===== config.mk =====
export PLATFORM = sky130hd
export DESIGN_NAME = stt_queue
export DESIGN_NICKNAME = d
export VERILOG_FILES = /design/src/rtl/core/stt_pkg.sv /design/src/rtl/core/stt_queue.sv
export SDC_FILE = /design/constraint.sdc
export NUM_CORES = 1
export LEC_CHECK = 0
export BUFFER_PORTS_ARGS = -buffer_cell sky130_fd_sc_hd__buf_2
export CAP_MARGIN = 30
export CORE_UTILIZATION = 25
export DETAILED_ROUTE_END_ITERATION = 10
export GPL_ROUTABILITY_DRIVEN = 1
export PLACE_DENSITY = 0.41
export RECOVER_POWER = 25
export SLEW_MARGIN = 5
export SYNTH_ARGS = -nofsm -noshare
export SYNTH_HDL_FRONTEND = slang
export SYNTH_SLANG_ARGS = --single-unit

===== constraint.sdc =====
create_clock -name clk -period 4.2 [get_ports clk]
set_input_delay 0.21 -clock clk [delete_from_list [all_inputs] [get_ports clk]]
set_output_delay 0.21 -clock clk [all_outputs]
set_load 0.005 [all_outputs]

===== src/rtl/core/stt_pkg.sv =====
// stt_pkg: shared types, token codes and keyword tables of the tokenizer
// no dependencies
`default_nettype none
package stt_pkg;

	localparam int OffsetBitsDef = 16;
	localparam int KwMaxLenDef   = 8;
	localparam int MaxTokens     = 4;

	// token kinds
	localparam logic [5:0] K_LPAREN   = 6'd0;
	localparam logic [5:0] K_RPAREN   = 6'd1;
	localparam logic [5:0] K_COMMA    = 6'd2;
	localparam logic [5:0] K_DOT      = 6'd3;
	localparam logic [5:0] K_MINUS    = 6'd4;
	localparam logic [5:0] K_PLUS     = 6'd5;
	localparam logic [5:0] K_STAR     = 6'd6;
	localparam logic [5:0] K_SLASH    = 6'd7;
	localparam logic [5:0] K_LBRACK   = 6'd8;
	localparam logic [5:0] K_RBRACK   = 6'd9;
	localparam logic [5:0] K_BANG     = 6'd10;
	localparam logic [5:0] K_EQ       = 6'd12;
	localparam logic [5:0] K_LT       = 6'd14;
	localparam logic [5:0] K_GT       = 6'd16;
	localparam logic [5:0] K_NEWLINE  = 6'd18;
	localparam logic [5:0] K_STRING   = 6'd19;
	localparam logic [5:0] K_NUMBER   = 6'd20;
	localparam logic [5:0] K_IDENT    = 6'd21;
	localparam logic [5:0] K_KW0      = 6'd22;
	localparam logic [5:0] K_END      = 6'd44;
	localparam logic [5:0] K_ERR_CHAR = 6'd45;
	localparam logic [5:0] K_ERR_STR  = 6'd46;

	localparam int NumKw = 22;

	// scan modes
	typedef enum logic [2:0] {
		M_IDLE    = 3'd0,
		M_OPER    = 3'd1,
		M_COMMENT = 3'd2,
		M_STRING  = 3'd3,
		M_INT     = 3'd4,
		M_DOT     = 3'd5,
		M_FRAC    = 3'd6,
		M_WORD    = 3'd7
	} scan_mode_t;

	typedef struct packed {
		logic [7:0] source_byte;
		logic       byte_present;
		logic       end_of_source;
	} in_item_t;

	typedef struct packed {
		logic [5:0]  token_kind;
		logic [15:0] token_start;
		logic [15:0] token_length;
		logic [15:0] line_number;
		logic        last_of_run;
	} out_item_t;

	// keyword text, lower case, first byte in the low bits
	function automatic logic [63:0] kw_text(input int k);
		logic [63:0] t;
		t = '0;
		unique case (k)
			0:  t = {40'h0, "dna"};
			1:  t = {32'h0, "esle"};
			2:  t = {24'h0, "eslaf"};
			3:  t = {40'h0, "rof"};
			4:  t = "noitcnuf";
			5:  t = {48'h0, "fi"};
			6:  t = {40'h0, "lin"};
			7:  t = {48'h0, "ro"};
			8:  t = {24'h0, "tnirp"};
			9:  t = {8'h0, "nltnirp"};
			10: t = {24'h0, "tupni"};
			11: t = {16'h0, "nruter"};
			12: t = {32'h0, "eurt"};
			13: t = {24'h0, "elihw"};
			14: t = {48'h0, "od"};
			15: t = {40'h0, "dne"};
			16: t = {48'h0, "ot"};
			17: t = {32'h0, "neht"};
			18: t = {40'h0, "tel"};
			19: t = {24'h0, "kaerb"};
			20: t = {32'h0, "pool"};
			21: t = {16'h0, "taeper"};
			default: t = '0;
		endcase
		return t;
	endfunction

	function automatic int kw_len(input int k);
		int n;
		logic [63:0] t;
		t = kw_text(k);
		n = 0;
		for (int i = 0; i < 8; i++)
			if (t[i*8 +: 8] != 8'h0) n = i + 1;
		return n;
	endfunction

	function automatic logic is_digit(input logic [7:0] c);
		return (c >= "0") && (c <= "9");
	endfunction

	function automatic logic is_alpha(input logic [7:0] c);
		return ((c >= "a") && (c <= "z")) || ((c >= "A") && (c <= "Z")) || (c == "_");
	endfunction

	function automatic logic [5:0] op_base(input logic [7:0] p);
		logic [5:0] r;
		unique case (p)
			"=":     r = K_EQ;
			"<":     r = K_LT;
			">":     r = K_GT;
			default: r = K_BANG;
		endcase
		return r;
	endfunction

endpackage
`default_nettype wire


===== src/rtl/core/stt_queue.sv =====
// stt_queue: token queue between scanner and output, up to four in per cycle
// depends on stt_pkg
`default_nettype none
module stt_queue (
	input  wire logic                                    clk,
	input  wire logic                                    arst_n,
	input  wire logic                                    push,
	input  wire logic [2:0]                              push_count,
	input  wire stt_pkg::out_item_t [stt_pkg::MaxTokens-1:0] push_items,
	output logic                                         has_room,
	output logic                                         out_valid,
	input  wire logic                                    out_ready,
	output stt_pkg::out_item_t                           out_item
);

	localparam int Depth = 8;
	localparam int AW = 3;

	stt_pkg::out_item_t mem_q [Depth];
	logic [AW-1:0] wr_q, rd_q;
	logic [AW:0]   cnt_q;
	logic          pop;
	logic [2:0]    nin;

	assign out_valid = (cnt_q != '0);
	assign out_item  = mem_q[rd_q];
	assign pop       = out_valid && out_ready;
	assign nin       = push ? push_count : 3'd0;
	// room for a full burst of four
	assign has_room  = (cnt_q <= 4'(Depth - stt_pkg::MaxTokens));

	// storage
	always_ff @(posedge clk) begin
		for (int i = 0; i < stt_pkg::MaxTokens; i++)
			if (push && 3'(i) < push_count) mem_q[wr_q + AW'(i)] <= push_items[i];
	end

	// pointers
	always_ff @(posedge clk or negedge arst_n) begin
		if (!arst_n) begin
			wr_q <= '0; rd_q <= '0; cnt_q <= '0;
		end else begin
			wr_q  <= wr_q + AW'(nin);
			rd_q  <= rd_q + AW'(pop);
			cnt_q <= cnt_q + 4'(nin) - 4'(pop);
		end
	end

	a_no_overflow: assert property (@(posedge clk) disable iff (!arst_n)
		push |-> (cnt_q <= 4'(Depth - stt_pkg::MaxTokens))) else $error("queue overflow");
	a_count: assert property (@(posedge clk) disable iff (!arst_n)
		!push && !pop |=> $stable(cnt_q)) else $error("count moved");
	a_bound: assert property (@(posedge clk) disable iff (!arst_n)
		cnt_q <= 4'(Depth)) else $error("count too large");

endmodule
`default_nettype wire


==> results.txt, run 1 <==
The run finished, with violations left. The final reports fail on capacitance limit, slew limit. The via-per-instance ratio came out at 5.78. The post-CTS clock slew at the launch and capture registers of the worst setup and hold paths is 60 ps.

The number of buffers and inverters on the critical path is 2. The aggregate global routing overflow came out at 0. In this run the worst hold path is classified as input pin to flop. The area occupied by multi-input gates is 13000 sq um. STA classifies the critical path endpoint as a flop. The data arrival time of the critical path is roughly 4200 ps. The die outline height is 339 microns. The clock sink total is 450.

The async set-or-reset flop fraction in the synthesized netlist is 2.22%. The routed wire length is 139 mm. Of all cell types, the one taking the most synthesized area is edfxtp_1. The worst path setup slack after routing is 365 ps. The via count of the first global-routing pass is 25.6k.

The number of endpoints failing setup at the final stage came out at 0. The worst slew margin relative to its limit came out at -29.8%. The worst path in the final design needs a cycle of 3840 ps, including I/O delays and setup. TritonCTS built the clock tree. For the worst setup path, the data required time is 4530 ps. The share of the clock period used by the worst path after layout is 91.3%. The clock buffer count from CTS is 54. Ranked by total cell area, the synthesized netlist is headed by edfxtp_1 46%, nand2_1 12%, a31oi_1 9.5%, o22ai_1 9.4%, mux4_2 8.7%. The violation count after the first detailed-routing iteration is 2855. The net count after synthesis is 3212. In this run the static leakage power is 11.3 nW. The number of top-level pins is 284.

Setup repair after global routing left no endpoint under its margin. The site row count is roughly 120. The largest individual stage delay along the critical path comes from the cell nand3_2. The critical path in this run is classified as flop to flop.

The final HPWL from detailed placement is 77.6 mm. The area of the die came out at 115000 sq um. The first global-routing pass estimated ~200 mm of wire. The root buffer cell chosen for the clock tree is clkbuf_16. The count of max-cap constraint violations came out at 2. The gate count after technology mapping is roughly 3.0k.

The count of vias placed by the detailed router is 25.8k. The area overhead of the layout relative to synthesis is 14.6%. The per-instance average area after synthesis is 9.56 sq um. The largest delay contributor family on the critical path is simple AND/OR/NAND/NOR gates. Summed over its instances, the top area cell type makes up 46.5% of the synthesized netlist area. The clock passes through at most 3 buffers.

The first TritonRoute pass finished after 5 iterations. The pre-CTS setup slack is 724 ps. The overall die width is 339 microns.

Among all flip-flop cells after synthesis, the most frequent one is edfxtp_1. The area occupied by registers came out at 13500 sq um. The effective utilization at floorplan is 25.2%. The initial antenna violation count came to 30.

The total standard cell area after synthesis came out at about 28000 sq um. In the final layout, the share of cells above drive strength 1 is 21.5%. The highest clock rate came out at 0.261 GHz. Entering global routing, the biggest net connects 56 pins. The maximum resistive drop on vdd is 0.725 mV. After synthesis, the netlist uses 50 different library cells. The post-route antenna net violation count came out at 0. The congestion estimate from routability-driven global placement came to between 0.7 and 0.8. The overall track demand over capacity in global routing came out at around a quarter. The count of buffers added on input and output ports is 283.

The region available for standard cell placement spans 113000 sq um. Yosys printed 0 warnings. The startpoint type of the worst setup path is a flop.

Dividing the detail-routed wire length by the instance count gives just over 30 microns. The count of flip-flops with a built-in enable after synthesis is 440. The delay contributed by the slowest stage of the critical path is 940 ps. The maximum fanout along the worst path came out at 35.

The worst setup skew after layout came out at about 17 ps. The final sum of negative setup slack is 0 ps. The final-layout fill cell count is 11.7k.

The number of max-slew violations in the final report came out at roughly 110. For the pin with the worst max-slew slack, the measured transition is roughly 1900 ps. The clock latency reported for the late side of the worst-skew pair is 640 ps. The count of endpoints failing hold in the final timing report came to 0. The number of H-tree levels is 2. The number of nets at the end of the flow came out at 3150. The total power divided by cell area came out at 793 nW/um^2. After synthesis the netlist holds a flip-flop and latch count of 450. The critical path goes through buf_4 > ha_1 > xor2_1 > nand3_2 > buf_12 > nand2_1 > a31oi_1.

For this run, design rule violations remaining after detail routing come to 0. The share of the yosys chip area belonging to registers came out at between 40% and 50%.
==> cell usage after synthesis, drive strengths merged (7+ instances only) <==
master and instances:
a21oi 7, a221o 8, a22o 8, a31oi 431
and2 10, buf 327, clkbuf 158, dfrtp 10
edfxtp 440, ha 11, inv 12, mux2 55
mux4 110, nand2 875, nand3 14, nand4 12
nor2 8, nor3 9, o22ai 427
==> path summary, 6_finish.rpt <==
kind | startpoint | to | slack, ps | cells after the start
worst max-delay path | wr_q[0] | mem_q[5][13] | 360 | 7
min in group asynchronous | arst_n | cnt_q[0] | 620 | 3
worst max register to register | wr_q[0] | mem_q[5][13] | 360 | 7
worst min-delay path | push_items[47] | mem_q[5][47] | 40 | 3
max in group asynchronous | arst_n | rd_q[1] | 3210 | 3
worst min register to register | cnt_q[0] | cnt_q[0] | 520 | 1
==> final cells by class <==
class,instances,share of cell area (%)
Multi-Input combinational cell,2024,40.0
Sequential cell,450,41.4
Inverter,13,0.150
Clock inverter,18,0.503
Timing Repair Buffer,367,7.24
Clock buffer,83,4.92
Tap cell,1500,5.76
Antenna cell,9,0.0691
==> metrics by stage <==
step / hold slack (ps) / util (%) / instances / total power, W / cell area (sq um)
5_1_grt: 28.2 / 28.9 / 4460 / 0.0270 / 32600
2_1_floorplan: -85.6 / - / 2972 / 0.0158 / 28400
6_report: 37.4 / 28.9 / 4464 / 0.0258 / 32600
3_5_place_dp: 92.5 / 27.2 / 4338 / 0.0211 / 30600
4_1_cts: 1.50 / 28.9 / 4450 / 0.0260 / 32500
3_3_place_gp: 93.9 / 27.2 / 4336 / 0.0211 / 30600
==> flip-flops by register name, summed over array words and instances, names as in the netlist <==
signal and count:
cnt_q 4, mem_q 440, rd_q 3, wr_q 3
==> report_power, final <==
part	switching (W)	internal [W]	leakage, nW	total, W
Sequential	0.000817	0.00791	4.18	0.00873
Clock	0.00208	0.00280	0.872	0.00488
Combinational	0.00776	0.00447	6.28	0.0122
==> kinds of logic (layout without fill, tap and decap cells) <==
logic type | count (synthesis) | in the layout | share of synthesized area (%)
and+or+nand+nor | 944 | 944 | 13.3
AOI/OAI and AO/OA | 889 | 889 | 19.8
buffers and inverters | 498 | 481 | 7.45
DFF | 450 | 450 | 47.4
muxes | 168 | 168 | 11.0
adders and majority gates | 13 | 13 | 0.625
xor gates and xnor gates | 10 | 10 | 0.401
other | 0 | 9 | 0
==> layer usage <==
layer,wire length (microns),global-route usage [%]
met1,56700,30.6
met4,3940,7.68
met3,11600,4.60
met5,173,0.204
met2,66600,38.8
==> what timing repair did <==
item / 4_1_cts / 5_1_grt
endpoints found under the hold margin: 20 / 0
hold buffers: 11 / 0
endpoints found under the setup margin: 0 / 0
buffers inserted: 0 / 0
resized for setup: 0 / 0
==> worst register-to-register path, cell delays in order (launching register included) <==
cell	delay, ps
dfrtp_1	360
buf_4	270
ha_1	320
xor2_1	900
nand3_2	940
buf_12	480
nand2_1	170
a31oi_1	90
==> placed cells by master (no fill, tap or decap), drive strengths merged, types with 10 or more instances in the layout <==
cell type	synthesis	final
nand2	875	875
edfxtp	440	440
a31oi	431	431
o22ai	427	427
buf	327	351
mux4	110	110
clkbuf	158	88
mux2	55	55
clkinv	1	15
nand3	14	14
inv	12	12
nand4	12	12
ha	11	11
dlygate4sd3	0	11
and2	10	10
dfrtp	10	10
No activity file was read; power rests on OpenSTA's default activity.
==> run 2, diff against run 1 <==
- CAP_MARGIN: 30 -> default
- CORE_MARGIN: default -> 4
==> results.txt, run 2 (synthesis gave the netlist of run 1 again) <==
The violation count after the first detailed-routing iteration is 3203 (+12%). On the critical path, the stage with the largest delay is an instance of dfrtp_2. The placed cell count is 4349 (+0.25%). The clock latency reported for the late side of the worst-skew pair is 630 ps (about the same). The startpoint identified for the worst register-to-register timing path is wr_q[0]. The share of cells above drive strength 1 was 20.7% (-0.79 points). The power spent charging and discharging nets is 0.0110 W (+2.8%). The power share of the clock group is 18.6% (-0.3 points). The shortest period the worst path allows came out at 3920 ps (+87.7 ps). The number of cells traversed by the worst hold path is 2 (-1).

The via-per-instance ratio came out at 5.92 (+2.4%). The highest clock rate came out at 0.255 GHz (-2.2%). The clock buffer count from CTS came to 56 (+3.7%). In this run the worst setup path begins at rd_q[1]. The delay contributed by the slowest stage of the critical path is 1350 ps (+410 ps).

The data arrival time of the critical path was 3710 ps (-460 ps). The final sum of negative setup slack came out at 0 ps (unchanged). The tree is rooted in a clkbuf_16. The register-to-register setup slack is 330 ps (-30 ps). The register bank with the most flops is mem_q. The count of port buffers added during placement is 283 (unchanged). The largest net degree at the start of global routing came out at 56 (unchanged).

The maximum clock insertion buffer count came out at 3 (unchanged). The count of max-cap constraint violations is 0 (-2). The top cell types in the final layout, fill and taps aside, are 869 x nand2_1, 440 x edfxtp_1, 431 x a31oi_1, 427 x o22ai_1, 273 x buf_2.

The share of the clock period used by the worst path after layout came to 93.4% (+2.1 points). The critical path capture point type is an output pin. The via count of the first global-routing pass came to 26.0k (+1.7%). The worst slew margin relative to its limit came out at 0.136% (+30 points). The critical path is of the flop to output pin type.

The final-layout fill cell count is 11.8k (+0.89%). The final HPWL from detailed placement is 80.3 mm (+3.6%). The count of endpoints failing hold in the final timing report came to 0 (unchanged). The clock sink total is 450 (unchanged). The largest registers in the layout are mem_q x440, cnt_q x4. From synthesis to final layout, the design area changed by 14.2%.

The number of endpoints failing setup at the final stage was 0 (unchanged). The total iterations of the first detailed-routing run is 5 (unchanged). The number of top-level pins is 284 (unchanged). The leakage power of the design is 11.2 nW (-0.84%). The overall track demand over capacity in global routing came out at 23.3% (-0.14 points).

The overall die width came out at 345 microns (+1.8%). The DRC violation count after routing was 0 (unchanged). The die outline height came out at 345 microns (+1.8%). The cell-internal power was 0.0151 W (-0.63%). The critical path data required time came out at 3990 ps (-540 ps). The most common cell after layout, fill and taps aside is nand2_1. The transition at the pin with the smallest max-transition slack is 1500 ps (-448 ps). The count of vias placed by the detailed router came out at 26.5k (+2.7%). The worst setup path is launched from a flop. The area occupied by multi-input gates is 13000 sq um (+0.17%). The met2 track demand over resource in global routing came out at 37.5% (-1.3 points). The largest delay contributor family on the critical path is flip-flops. The end point of the most critical hold path is mem_q[7][37]. The placer congestion estimate came out at 0.783 (+1.1%). The global-route wire length before repair came out at 204 mm (+3.6%).

The average wire per standard cell came out at 32.6 microns (+4.6%). The post-layout instance count excluding filler cells is 4475 (+0.25%). The flow ran to the end, and the final reports show no timing, DRC or antenna violations. The initial antenna violation count came out at 44 (+47%). The total setup buffers inserted after CTS is 0 (unchanged). The routed wire length is 146 mm (+4.9%). The worst setup skew after layout came out at 16.3 ps (-0.359 ps).

The total power divided by cell area is 803 nW/um^2 (+1.2%). The fraction of power consumed by sequential logic is 33.3% (-0.5 points). TritonCTS built the clock tree.

After global routing, the most crowded layer is met2. The worst hold path begins at push_items[92]. The flip-flop count of the largest register, all copies and words added is 440 (unchanged). The post-CTS clock slew at the launch and capture registers of the worst setup and hold paths came out at 60 ps (about the same). The worst register-to-register path ends at mem_q[5][41]. The portion of total power attributed to combinational logic came to 48.1% (+0.8 points). The effective utilization at floorplan is 25.2% (unchanged).

The aggregate global routing overflow is 0 (unchanged). The global-route track usage on met3 is 5.02% (+0.42 points). The area of the die came out at 119000 sq um (+3.6%). In this run the worst hold path is classified as input pin to flop. The switching part of the total power came to 42.1% (+0.83 points). The number of nets at the end of the flow came out at 3154 (+0.13%).

The number of buffers and inverters on the critical path came to 2 (unchanged). The number of max-slew violations in the final report is 0 (-100%). The signal on the critical path passes through clkbuf_1 > mux4_2 > mux2_1 > buf_2.

The met1 routing resource usage after global routing is 31.1% (+0.49 points). The site row count came out at 123 (unchanged). The number of H-tree levels is 2 (unchanged).

The maximum resistive drop on vdd is 0.571 mV (-21%). The number of cells traversed by the worst register-to-register path was 8 (+1). The standard cell core area was 113000 sq um (unchanged). Setup repair after global routing left no endpoint under its margin. The area occupied by registers came out at 13500 sq um (about the same). The post-route antenna net violation count is 0 (unchanged).

The maximum fanout along the worst path is 43 (+23%).
## run 2: changes by cell type in the layout (fill, tap and decap cells not counted), moves of 3 or more
cell | previous run | this run
buf_16 | 6 | 0
buf_2 | 284 | 273
buf_4 | 45 | 55
clkbuf_1 | 21 | 29
clkbuf_4 | 0 | 4
clkbuf_8 | 8 | 0
clkinv_1 | 4 | 14
diode_2 | 9 | 19
dlygate4sd3_1 | 11 | 7
mux2_1 | 7 | 17
mux2_2 | 48 | 38
nand2_2 | 3 | 0
nand2_4 | 3 | 6
## run 2: timing repair
| item | in CTS | in global routing |
|---|---|---|
| hold endpoints to repair | 14 | 0 |
| gates resized for setup | 0 | 0 |
| hold buffers | 7 | 0 |
## run 2: power groups by stage
stage | combinational (W) | clock [W] | sequential (W)
floorplan | 0.00742 | 0 | 0.00836
global placement | 0.0126 | 0 | 0.00877
detailed placement | 0.0126 | 0 | 0.00877
CTS | 0.0127 | 0.00492 | 0.00869
global route | 0.0132 | 0.00511 | 0.00883
finish | 0.0125 | 0.00485 | 0.00867
## run 2: final cells by class
cell class	instances	share of cell area [%]
well taps	1500	5.78
diodes	19	0.147
inverters	13	0.150
repair buffers	369	6.84
flip-flops and latches	450	41.5
clock inverters	29	0.802
multi-input cells	2024	40.2
clock buffers	71	4.56
## run 2: worst max path at each step
stage                               to  slack (ps)  depth (start not counted)
final                     out_item[30]         280                          4
after global routing      mem_q[0][34]         260                          8
after CTS                 mem_q[7][42]         670                          8
after detailed placement  mem_q[3][35]         770                          7
after global placement    mem_q[3][35]         820                          7
after floorplan            mem_q[7][0]         440                          7
## run 2: per-layer routing
layer  part of all wire, %  wire, microns
met5                 0.080            116
met4                   3.7           5360
met3                   9.8          14300
met2                    46          66900
met1                    41          59200
## run 2: per-stage QoR
stage | setup WS (ps) | hold WS (ps) | cell area (sq um) | util (%) | total power [W]
3_5_place_dp | 772 | 94.0 | 30700 | 27.3 | 0.0214
4_1_cts | 674 | 1.85 | 32500 | 28.9 | 0.0263
2_1_floorplan | 442 | -85.6 | 28400 | - | 0.0158
5_1_grt | 258 | 29.6 | 32400 | 28.8 | 0.0271
6_report | 277 | 27.8 | 32400 | 28.8 | 0.0261
3_3_place_gp | 822 | 93.1 | 30700 | 27.3 | 0.0214
